**src/qti_pkg.sv**
```systemverilog
// Shared types and constants of the quadratic table interpolator.
`timescale 1ns / 1ps
package qti_pkg;

   // Operation codes of a request word
   typedef enum logic [1:0] {
      OP_LOAD  = 2'd0,
      OP_QUERY = 2'd1,
      OP_CLEAR = 2'd2,
      OP_NONE  = 2'd3
   } op_type;

   // Status codes of a response word
   localparam logic [2:0] ST_OK    = 3'd0;
   localparam logic [2:0] ST_FULL  = 3'd1;
   localparam logic [2:0] ST_FEW   = 3'd2;
   localparam logic [2:0] ST_ZERO  = 3'd3;
   localparam logic [2:0] ST_SAT   = 3'd4;

   // Arithmetic widths
   localparam int MC_W  = 66;   // multiplicand
   localparam int MP_W  = 34;   // multiplier
   localparam int PR_W  = 100;  // product and numerator magnitude
   localparam int NUM_W = 101;  // dividend
   localparam int DEN_W = 66;   // divisor
   localparam int QM_W  = 34;   // quotient bits that fit before saturation

   typedef enum logic [1:0] {
      RD_PREV = 2'd0,
      RD_CUR  = 2'd1,
      RD_NEXT = 2'd2
   } rd_sel_type;

   typedef enum logic [2:0] {
      MUL_HD1  = 3'd0,
      MUL_P1A  = 3'd1,
      MUL_AB   = 3'd2,
      MUL_P2D2 = 3'd3,
      MUL_HH   = 3'd4
   } mul_sel_type;

   typedef enum logic [2:0] {
      RSP_OK     = 3'd0,
      RSP_FULL   = 3'd1,
      RSP_FEW    = 3'd2,
      RSP_ZERO   = 3'd3,
      RSP_INTERP = 3'd4
   } rsp_type;

   typedef struct packed {
      logic        capture;
      logic        idx_cnt;
      logic        idx_one;
      logic        idx_inc;
      logic        idx_dec;
      rd_sel_type  rd_sel;
      logic        wr_shift;
      logic        wr_new;
      logic        cnt_inc;
      logic        cnt_clr;
      logic        cap_xp;
      logic        cap_i;
      logic        cap_n;
      logic        prep;
      logic        mul_start;
      mul_sel_type mul_sel;
      logic        mul_cap;
      logic        sum;
      logic        div_start;
      logic        respond;
      rsp_type     rsp_sel;
   } qti_cmd_type;

   typedef struct packed {
      op_type op;
      logic   full;
      logic   few;
      logic   idx_zero;
      logic   prev_gt;
      logic   search_end;
      logic   next_ge;
      logic   h_zero;
      logic   mul_busy;
      logic   div_busy;
   } qti_stat_type;

endpackage

```
**src/qti_ctrl.sv**
```systemverilog
// Controller state machine that sequences load, search and interpolation.
`timescale 1ns / 1ps
module qti_ctrl import qti_pkg::*; (
   input  logic         clock,
   input  logic         reset,
   input  logic         start,
   input  qti_stat_type stat,
   output logic         busy,
   output qti_cmd_type  cmd
);
   typedef enum logic [19:0] {
      S_IDLE     = 20'h00001,
      S_DISPATCH = 20'h00002,
      S_LD_TOP   = 20'h00004,
      S_LD_RD    = 20'h00008,
      S_LD_CMP   = 20'h00010,
      S_QS_TOP   = 20'h00020,
      S_QS_RD    = 20'h00040,
      S_QS_CMP   = 20'h00080,
      S_QF0      = 20'h00100,
      S_QF1      = 20'h00200,
      S_QF2      = 20'h00400,
      S_QF3      = 20'h00800,
      S_PREP     = 20'h01000,
      S_CHK      = 20'h02000,
      S_MUL_GO   = 20'h04000,
      S_MUL_WAIT = 20'h08000,
      S_SUM      = 20'h10000,
      S_DIV_GO   = 20'h20000,
      S_DIV_WAIT = 20'h40000,
      S_FIN      = 20'h80000
   } state_type;

   state_type   state_ff, state_in;
   mul_sel_type step_ff, step_in;

   always_ff @(posedge clock) begin
      if (reset) begin
         state_ff <= S_IDLE;
         step_ff  <= MUL_HD1;
      end else begin
         state_ff <= state_in;
         step_ff  <= step_in;
      end
   end

   // Decode next state and commands
   always_comb begin
      state_in    = state_ff;
      step_in     = step_ff;
      cmd         = '0;
      cmd.rd_sel  = RD_CUR;
      cmd.mul_sel = step_ff;
      cmd.rsp_sel = RSP_OK;
      unique case (state_ff)
         S_IDLE: begin
            if (start) begin
               cmd.capture = 1'b1;
               state_in    = S_DISPATCH;
            end
         end
         S_DISPATCH: begin
            unique case (stat.op)
               OP_LOAD: begin
                  if (stat.full) begin
                     cmd.respond = 1'b1;
                     cmd.rsp_sel = RSP_FULL;
                     state_in    = S_IDLE;
                  end else begin
                     cmd.idx_cnt = 1'b1;
                     state_in    = S_LD_TOP;
                  end
               end
               OP_QUERY: begin
                  if (stat.few) begin
                     cmd.respond = 1'b1;
                     cmd.rsp_sel = RSP_FEW;
                     state_in    = S_IDLE;
                  end else begin
                     cmd.idx_one = 1'b1;
                     state_in    = S_QS_TOP;
                  end
               end
               OP_CLEAR: begin
                  cmd.cnt_clr = 1'b1;
                  cmd.respond = 1'b1;
                  state_in    = S_IDLE;
               end
               default: begin
                  cmd.respond = 1'b1;
                  state_in    = S_IDLE;
               end
            endcase
         end
         // Walk down from the top, shifting larger times up one slot
         S_LD_TOP: begin
            if (stat.idx_zero) begin
               cmd.wr_new  = 1'b1;
               cmd.cnt_inc = 1'b1;
               cmd.respond = 1'b1;
               state_in    = S_IDLE;
            end else begin
               state_in = S_LD_RD;
            end
         end
         S_LD_RD: begin
            cmd.rd_sel = RD_PREV;
            state_in   = S_LD_CMP;
         end
         S_LD_CMP: begin
            if (stat.prev_gt) begin
               cmd.wr_shift = 1'b1;
               cmd.idx_dec  = 1'b1;
               state_in     = S_LD_TOP;
            end else begin
               cmd.wr_new  = 1'b1;
               cmd.cnt_inc = 1'b1;
               cmd.respond = 1'b1;
               state_in    = S_IDLE;
            end
         end
         // Search for the first following time at or above the query time
         S_QS_TOP: begin
            state_in = stat.search_end ? S_QF0 : S_QS_RD;
         end
         S_QS_RD: begin
            cmd.rd_sel = RD_NEXT;
            state_in   = S_QS_CMP;
         end
         S_QS_CMP: begin
            if (stat.next_ge) begin
               state_in = S_QF0;
            end else begin
               cmd.idx_inc = 1'b1;
               state_in    = S_QS_TOP;
            end
         end
         // Fetch the three neighbor points
         S_QF0: begin
            cmd.rd_sel = RD_PREV;
            state_in   = S_QF1;
         end
         S_QF1: begin
            cmd.cap_xp = 1'b1;
            cmd.rd_sel = RD_CUR;
            state_in   = S_QF2;
         end
         S_QF2: begin
            cmd.cap_i  = 1'b1;
            cmd.rd_sel = RD_NEXT;
            state_in   = S_QF3;
         end
         S_QF3: begin
            cmd.cap_n = 1'b1;
            state_in  = S_PREP;
         end
         S_PREP: begin
            cmd.prep = 1'b1;
            state_in = S_CHK;
         end
         S_CHK: begin
            step_in = MUL_HD1;
            if (stat.h_zero) begin
               cmd.respond = 1'b1;
               cmd.rsp_sel = RSP_ZERO;
               state_in    = S_IDLE;
            end else begin
               state_in = S_MUL_GO;
            end
         end
         // Run the five products on the shared multiplier
         S_MUL_GO: begin
            cmd.mul_start = 1'b1;
            state_in      = S_MUL_WAIT;
         end
         S_MUL_WAIT: begin
            if (!stat.mul_busy) begin
               cmd.mul_cap = 1'b1;
               case (step_ff)
                  MUL_HD1:  step_in = MUL_P1A;
                  MUL_P1A:  step_in = MUL_AB;
                  MUL_AB:   step_in = MUL_P2D2;
                  MUL_P2D2: step_in = MUL_HH;
                  default:  step_in = MUL_HD1;
               endcase
               state_in = (step_ff == MUL_HH) ? S_SUM : S_MUL_GO;
            end
         end
         S_SUM: begin
            cmd.sum  = 1'b1;
            state_in = S_DIV_GO;
         end
         S_DIV_GO: begin
            cmd.div_start = 1'b1;
            state_in      = S_DIV_WAIT;
         end
         S_DIV_WAIT: begin
            if (!stat.div_busy) begin
               state_in = S_FIN;
            end
         end
         S_FIN: begin
            cmd.respond = 1'b1;
            cmd.rsp_sel = RSP_INTERP;
            state_in    = S_IDLE;
         end
         default: begin
            state_in = S_IDLE;
         end
      endcase
   end

   assign busy = (state_ff != S_IDLE);
endmodule

```
**config.mk**
```make
export PLATFORM = sky130hd
export DESIGN_NAME = qti_ctrl
export DESIGN_NICKNAME = d
export VERILOG_FILES = /design/src/qti_pkg.sv /design/src/qti_ctrl.sv
export SDC_FILE = /design/constraint.sdc
export NUM_CORES = 1
export LEC_CHECK = 0
export ABC_AREA = 1
export BUFFER_PORTS_ARGS = -buffer_cell sky130_fd_sc_hd__buf_2
export CORE_MARGIN = 2
export CORE_UTILIZATION = 47
export DETAILED_ROUTE_END_ITERATION = 6
export PLACE_DENSITY = 0.85
export SETUP_SLACK_MARGIN = 0.1
export SYNTH_ARGS = -nofsm -noshare
export SYNTH_HDL_FRONTEND = slang
export SYNTH_SLANG_ARGS = --single-unit
```
**constraint.sdc**
```tcl
create_clock -name clock -period 1.5 [get_ports clock]
set_input_delay 0.3 -clock clock [delete_from_list [all_inputs] [get_ports clock]]
set_output_delay 0.3 -clock clock [all_outputs]
set_load 0.01 [all_outputs]
```
==> metrics.txt, run 1 <==
outcome=finished, violations left; failing checks=setup timing; setup violators final=between 40 and 50; area grow syn2layout=86.6%; Port Buffers=40; CTS tree=done; WHS Path Cells=2; Slew HR=0.575; Hold/Removal Path Class=in -> reg; CTS max path bufs=2; Slew Limit Fails=0; post-route setup slack=-699 ps; max_cap viols=0; height of the die=about 62 µm; PwrDens=about 940 nW/µm²; placed cell areas=2200 µm²; Die X=61.7 µm; count of cell types in the netlist=31; DRC violations left=0; wire per inst=approximately 21 µm; Ys Warns=0; # clock sinks=23; WP data arrival=1900 ps; # rows=20; Initial DRC Count=228; largest net degree at the start of global routing=22; gr usage total=0.330; startpoint type of the worst setup path=flip-flop; share of cells above drive strength 1=0.648; hpwl dp=3.40 mm; via density per instance=6.15; CP Max Fanout=3; CP Class=reg -> out; Synth Net Count=between 200 and 250; sum of negative setup slack=-17450 ps; Initial Util=0.504; Slew @ Worst Pin=between 600 and 700 ps; Post-Syn Instances=between 200 and 250; first-pass GRT wire length=between 8 and 9 mm; Max Freq=about 450 MHz; Finished Core Util=0.940; Nets=359; Seq/Total Area, Yosys=0.294; Syn Std Cell Area=around 1600 µm²; Final Cell Area=about 3000 µm²; period utilization=1.47; I/O pin count=41; drt pass-1 iters=5; ant diodes=0; most common cell after layout, fill and taps aside=buf_4; Clock Root Buffer=clkbuf_4; CP Capture Type=output port; Tmin final=2200 ps; VDD IR-drop max=around 0.95 mV; H-Tree Depth=1; RSZ-0062 raised after global routing=yes; clock latency on the worst-skew pair=between 300 and 400 ps; CTS Buf Count=3; highest-count cells in the layout ignoring fill and taps=56 x buf_4, 32 x buf_2, 31 x inv_1; CP required=1200 ps; Mean Syn Cell Area=~6.7 µm²; Post-synth ARST share=0; total grt overflow=0; CTS clk-pin slew, worst paths=between 100 and 150 ps; routed via count=between 2000 and 2500; clk_skew=around 6.1 ps; gpl congestion=approximately 0.9; Routed Antenna Nets=0; DIE AREA=3810 µm²; Lkg Pwr=1.43 nW; Post-synth EDFFs=0; initial antenna violation count=0; worst slack at placement=-220 ps; Synth Register Bits=23; Final Hold Viols=0; vias in the first global route=around 2000; core area=3100 µm²; Routed WL=approximately 8.1 mm; most used flip-flop cell after synthesis=dfxtp_1; Reg2Reg Depth=12
## what timing repair did
| item | CTS | global route |
|---|---|---|
| pin swaps | 24 | 25 |
| setup endpoints to repair | 44 | 46 |
| cloned | 1 | 0 |
| hold endpoints to repair | 0 | 0 |
| buffers inserted | 25 | 19 |
| gates resized for setup | 54 | 52 |
| hold buffers | 0 | 0 |
## cell usage after synthesis (2+ instances only)
cell type	number	area, µm²
a21oi_1	3	15.0
and3_1	2	12.5
buf_4	2	15.0
clkbuf_1	2	7.51
dfxtp_1	23	460
inv_1	38	143
inv_2	3	11.3
nand2_1	38	143
nand2_2	3	18.8
nand3_1	17	85.1
nand3_2	2	20.0
nand3b_1	4	30.0
nand4_1	2	12.5
nor2_1	30	113
nor2_2	6	37.5
nor2_4	6	67.6
nor3_1	16	80.1
nor3_2	8	80.1
nor3b_1	5	37.5
nor4_1	2	12.5
o21ai_0	9	45.0
o22ai_1	2	12.5
## layer usage
metal / part of all wire / track usage / vias up
met3: 0.096 / 0.0735 / 83
met5: 0 / 0 / -
met1: 0.34 / 0.336 / 1118
met4: 0.083 / 0.225 / 0
met2: 0.48 / 0.594 / 207
li1: - / - / 979
## state kept, by name, summed over array words and instances (netlist names)
name	count
step_ff	3
state_ff	20
## worst max-delay path, cell delays in order (launching register included)
cell      delay, ps
dfxtp_2         370
nor2_4          160
nand2_4         100
nor2_4          190
nand3b_1        170
inv_2           120
nand2_4          70
buf_6           120
o21ai_1         100
buf_2           160
## cell type report
type	count	area, µm²
Inverter	43	174
Sequential cell	23	480
Timing Repair Buffer	112	868
Clock buffer	4	26.3
Multi-Input combinational cell	162	1310
Tap cell	44	55.1
Fill cell	101	185
## worst paths after layout
check	endpoint	from	slack, ps
worst max-delay path	cmd[0]	state_ff[16]	-700
worst min-delay path	state_ff[6]	stat[4]	150
worst max register to register	state_ff[0]	state_ff[15]	-450
worst min register to register	step_ff[1]	step_ff[1]	540
## where the power goes
part           leakage [nW]  total (mW)  internal, mW  switching, mW
sequential            0.192       0.694         0.650         0.0434
combinational          1.23        1.74         0.722           1.02
clock                0.0150       0.320         0.105          0.215
## kinds of logic (layout without fill, tap and decap cells)
kind of cell / count (synthesis) / after routing / synth area share
and+or+nand+nor: 145 / 146 / 0.520
buffers and inverters: 48 / 159 / 0.132
DFF: 23 / 23 / 0.294
AOI/OAI and AO/OA: 16 / 16 / 0.0536
## per-stage QoR
stage                     instances  power (mW)  hold slack (ps)
after global placement          350        1.65              490
after detailed placement        350        1.68              501
after floorplan                 232        1.39              377
after global routing            388        2.84              141
final                           388        2.75              150
after CTS                       374        2.25              128
No activity file was read; power rests on OpenSTA's default activity.
==> inputs of run 2 (changes only) <==
--- a/config.mk
+++ b/config.mk
@@ -7,8 +7,10 @@
 export LEC_CHECK = 0
 export ABC_AREA = 1
 export BUFFER_PORTS_ARGS = -buffer_cell sky130_fd_sc_hd__buf_2
+export CELL_PAD_IN_SITES_DETAIL_PLACEMENT = 0
+export CELL_PAD_IN_SITES_GLOBAL_PLACEMENT = 2
 export CORE_MARGIN = 2
-export CORE_UTILIZATION = 47
+export CORE_UTILIZATION = 25
 export DETAILED_ROUTE_END_ITERATION = 6
 export PLACE_DENSITY = 0.85
 export SETUP_SLACK_MARGIN = 0.1
==> run 2 against run 1 <==
The run still ends with setup timing left. Clock skew is 2.5 ps higher. Final cell count is 9.8% higher. Critical path depth is 1 higher. Sequential power about the same. Die area up 81%. Routed wire length is 31% lower. Worst hold slack improved by 34 ps. Clock power grew 28%. Total power rose by 2.1%. Sequential share of layout area down 0.88 points. Clock-buffer cell count down 1. Critical path type unchanged.
==> metrics.txt, run 2 (synthesis gave the netlist of run 1 again) <==
R2R Path Start=state_ff[8]; Initial Util=0.261; hold_buf cts=0; Tmin final=1960 ps; M2 GR Usage=0.294; Final Hold Viols=0; CP Class=reg -> out; DRC violations left=0; clk_skew=approximately 8.6 ps; Die X=approximately 83 µm; I/O pin count=41; Slew HR=0.604; gr usage total=0.163; PwrDens=~910 nW/µm²; Slew @ Worst Pin=593 ps; Hold/Removal Path Class=in -> reg; Largest regs=state_ff x20, step_ff x3; # clock sinks=23; startpoint type of the worst setup path=flip-flop; WP data arrival=roughly 1700 ps; via density per instance=between 4 and 5; share of cells above drive strength 1=0.664; most common cell after layout, fill and taps aside=buf_4; post-route total power=between 2 and 3 mW; fin cells=426; hpwl dp=3.82 mm; Finished Core Util=0.515; CP Max Fanout=4; CP Capture Type=output port; hold path startpoint=stat[4]; DIE AREA=approximately 7000 µm²; sum of negative setup slack=-13880 ps; height of the die=83.1 µm; vias in the first global route=1976; area grow syn2layout=97.1%; period utilization=1.31; highest-count cells in the layout ignoring fill and taps=58 x buf_4, 31 x buf_6, 30 x inv_1; met1 usage=0.203; routed via count=~1900; VDD IR-drop max=0.701 mV; # rows=28; Largest register FFs=20; setup violators final=45; GR Util met3=0.0368; ant diodes=0; outcome=finished, violations left; wire per inst=13.2 µm; CTS Buf Count=3; Final Cell Area=~3100 µm²; Largest Register=state_ff; critical path startpoint=state_ff[14]; Port Buffers=40; CTS max path bufs=2; Initial DRC Count=a little under 80; max_cap viols=0; RSZ-0062 raised after global routing=yes; Max Freq=511 MHz; Nets=366; Lkg Pwr=1.50 nW; CTS clk-pin slew, worst paths=90 ps; first-pass GRT wire length=9.34 mm; Routed Antenna Nets=0; total grt overflow=0; initial antenna violation count=0; placed cell areas=between 2000 and 2500 µm²; Fillers=560; gpl congestion=~0.84; post-route setup slack=-459 ps; gr busiest metal=met2; Slew Limit Fails=0; CP required=1200 ps; Clock Root Buffer=clkbuf_8; Routed WL=about 5.6 mm; clock latency on the worst-skew pair=between 200 and 300 ps; H-Tree Depth=1; core area=roughly 6000 µm²; CTS tree=done; largest net degree at the start of global routing=19; failing checks=setup timing; placed insts=391; drt pass-1 iters=4
[run 2: cell types whose count changed in the layout (fill, tap and decap cells not counted), sizes merged]
cell / change
buf: +7
clkbuf: -1
clkinv: +1
[run 2: critical path, stage by stage, from the launching register on]
cell	delay, ps
dfxtp_2	340
nor2_4	140
nand2_4	100
nor2_8	150
inv_4	60
nor2_4	140
nand3_2	100
o21ai_4	90
nor2_2	60
o21ai_2	50
buf_2	140
[run 2: through the flow]
step	hold slack, ps	setup WS (ps)
6_report	184	-459
5_1_grt	193	-556
4_1_cts	184	-446
3_5_place_dp	487	-237
3_3_place_gp	487	-213
2_1_floorplan	377	-39.6
[run 2: report_power, final]
part	internal, mW	switching (mW)	leakage [nW]
Combinational	0.803	0.904	1.28
Sequential	0.650	0.0436	0.192
Clock	0.186	0.223	0.0255
[run 2: repair_timing]
| item | 4_1_cts | 5_1_grt |
|---|---|---|
| gates cloned | 1 | 0 |
| pin swaps | 30 | 22 |
| gates resized for setup | 86 | 36 |
| buffers inserted | 23 | 15 |
| setup endpoints to repair | 45 | 46 |
[run 2: layout make-up]
type,instances,area [µm²],share of cell area
Timing Repair Buffer,119,960,0.311
Clock inverter,1,5.00,0.00162
Inverter,43,178,0.0576
Clock buffer,3,41.3,0.0134
Sequential cell,23,480,0.156
Tap cell,75,93.8,0.0304
Multi-Input combinational cell,162,1330,0.430
[run 2: final timing paths]
kind                                      to  depth (start not counted)  slack (ps)
worst max-delay path                  cmd[3]                         10        -460
worst min-delay path             state_ff[6]                          2         180
worst max register to register  state_ff[14]                         13        -310
worst min register to register    step_ff[1]                          2         510
[run 2: metal layers]
metal | vias up | share of wire
li1 | 977 | -
met1 | 912 | 0.43
met2 | 39 | 0.51
met3 | 6 | 0.045
met4 | 0 | 0.012
met5 | - | 0
==> inputs of run 3 (changes only) <==
--- a/config.mk
+++ b/config.mk
@@ -10,9 +10,9 @@
 export CELL_PAD_IN_SITES_DETAIL_PLACEMENT = 0
 export CELL_PAD_IN_SITES_GLOBAL_PLACEMENT = 2
 export CORE_MARGIN = 2
-export CORE_UTILIZATION = 25
+export CORE_UTILIZATION = 28
 export DETAILED_ROUTE_END_ITERATION = 6
-export PLACE_DENSITY = 0.85
+export PLACE_DENSITY = 0.89
 export SETUP_SLACK_MARGIN = 0.1
 export SYNTH_ARGS = -nofsm -noshare
 export SYNTH_HDL_FRONTEND = slang
==> constraint.sdc (replaced) <==
create_clock -name clock -period 2 [get_ports clock]
set_input_delay 0.4 -clock clock [delete_from_list [all_inputs] [get_ports clock]]
set_output_delay 0.4 -clock clock [all_outputs]
set_load 0.01 [all_outputs]
==> run 3 against run 2 <==
The run still ends with setup timing left. Routed wire length fell by 11%. Setup slack improved by 380 ps. Clock skew fell by 0.84 ps. Via count fell by 9.7%. Register-to-register slack improved by 480 ps. Final cell count fell by 11%. Critical endpoint is now cmd[10]. Largest cell class unchanged.
==> metrics.txt, run 3 (synthesis gave the netlist of run 1 again) <==
CP Capture Type=output port; highest-count cells in the layout ignoring fill and taps=32 x inv_1, 30 x buf_2, 26 x buf_4; Largest register FFs=20; hold_buf cts=0; Worst Hold Endpoint=state_ff[3]; share of cells above drive strength 1=0.544; # rows=27; R2R setup slack=roughly 170 ps; Final Cell Area=~2500 µm²; Initial Util=0.288; period utilization=1.04; H-Tree Depth=1; first-pass GRT wire length=7.33 mm; CTS max path bufs=2; placed cell areas=1890 µm²; largest net degree at the start of global routing=22; CP Max Fanout=3; VDD IR-drop max=0.373 mV; met1 usage=0.190; Largest regs=state_ff x20, step_ff x3; hold path startpoint=stat[6]; Slew @ Worst Pin=about 540 ps; clk_skew=roughly 8 ps; Slew HR=0.638; Clock Root Buffer=clkbuf_8; Tmin final=2080 ps; # clock sinks=23; worst r2r dst=state_ff[17]; DIE AREA=between 6000 and 7000 µm²; hpwl dp=roughly 3.4 mm; CTS Buf Count=3; max_cap viols=0; gr usage total=0.150; Die X=78.7 µm; RSZ-0062 raised after global routing=yes; Max Freq=a little under 500 MHz; M2 GR Usage=0.260; CP required=1600 ps; vias in the first global route=~1600; height of the die=78.7 µm; R2R Path Start=state_ff[8]; Nets=~320; PwrDens=~710 nW/µm²; WHS Path Cells=2; CP max stage cell=dfxtp_2; via density per instance=approximately 4.6; outcome=finished, violations left; Hold/Removal Path Class=in -> reg; slowest cell delay on critical path=approximately 350 ps; Initial DRC Count=79; setup violators final=8; DRC violations left=0; CP Class=reg -> out; wire per inst=~13 µm; Routed WL=approximately 5 mm; most common cell after layout, fill and taps aside=inv_1; gpl congestion=between 0.8 and 0.9; area grow syn2layout=60.6%; post-route total power=approximately 1.8 mW; total grt overflow=0; Reg2Reg Depth=12; initial antenna violation count=0; core area=between 5000 and 6000 µm²; clock latency on the worst-skew pair=about 270 ps; Lkg Pwr=1.21 nW; post-route setup slack=-78.1 ps; failing checks=setup timing; drt pass-1 iters=4; Largest Register=state_ff; startpoint type of the worst setup path=flip-flop; CTS tree=done; GR Util met3=0.0261; Slew Limit Fails=0; Routed Antenna Nets=0; gr busiest metal=met2; CTS clk-pin slew, worst paths=90 ps; I/O pin count=41; WP data arrival=around 1700 ps; worst path cell trace=nor2_4, nand2_4, nor2_4, buf_6, buf_6, nand2_4, nor4_4, buf_2; Port Buffers=40; routed via count=1746; Final Hold Viols=0; ant diodes=0
run 3: cell types whose count changed in the layout (fill, tap and decap cells not counted), sizes merged:
cell,change
clkbuf,+1
buf,-44
clkinv,-1
run 3: how the worst max path moves through the flow:
stage | endpoint | slack (ps) | start
after floorplan | cmd[3] | 150 | state_ff[8]
after global placement | cmd[3] | 10 | state_ff[8]
after detailed placement | cmd[3] | 5 | state_ff[9]
after CTS | cmd[3] | -70 | state_ff[17]
after global routing | cmd[10] | -170 | state_ff[8]
final | cmd[10] | -80 | state_ff[8]
run 3: report_power, final:
group	switching (mW)	total (mW)	internal (mW)
clock network	0.156	0.298	0.142
logic	0.577	0.967	0.390
registers	0.0272	0.515	0.488
total	0.760	1.78	1.02
run 3: timing repair:
action / in CTS / in global routing
gates resized for setup: 50 / 53
endpoints found under the setup margin: 21 / 40
cloned: 0 / 1
setup buffers: 16 / 9
pin swaps: 22 / 20
run 3: metal layers:
layer | wire length [µm] | vias to the layer above | share of wire
met5 | 0 | - | 0
li1 | - | 897 | -
met2 | 2590 | 33 | 0.52
met1 | 2180 | 812 | 0.43
met3 | 206 | 4 | 0.041
met4 | 42 | 0 | 0.0084
run 3: critical path, delay by kind of cell, from the launching register on:
| family | cells | cell delay [ps] |
|---|---|---|
| buffers and inverters | 3 | 390 |
| DFF | 1 | 350 |
| and+or+nand+nor | 5 | 660 |
run 3: per-stage QoR:
step	setup TNS (ps)	setup WS [ps]	util	instances	hold WS [ps]
after floorplan	0	150	-	232	477
after global placement	0	12.0	0.347	349	502
after detailed placement	0	5.30	0.347	349	508
after CTS	-345	-65.5	0.410	369	312
after global routing	-1330	-172	0.462	379	305
final	-275	-78.1	0.462	379	316
run 3: cell type report:
class                   count  area, µm²
clock buffers               4       45.0
fillers                   559       2930
inverters                  43        166
multi-input cells         162       1170
flip-flops and latches     23        480
well taps                  72       90.1
repair buffers             75        559
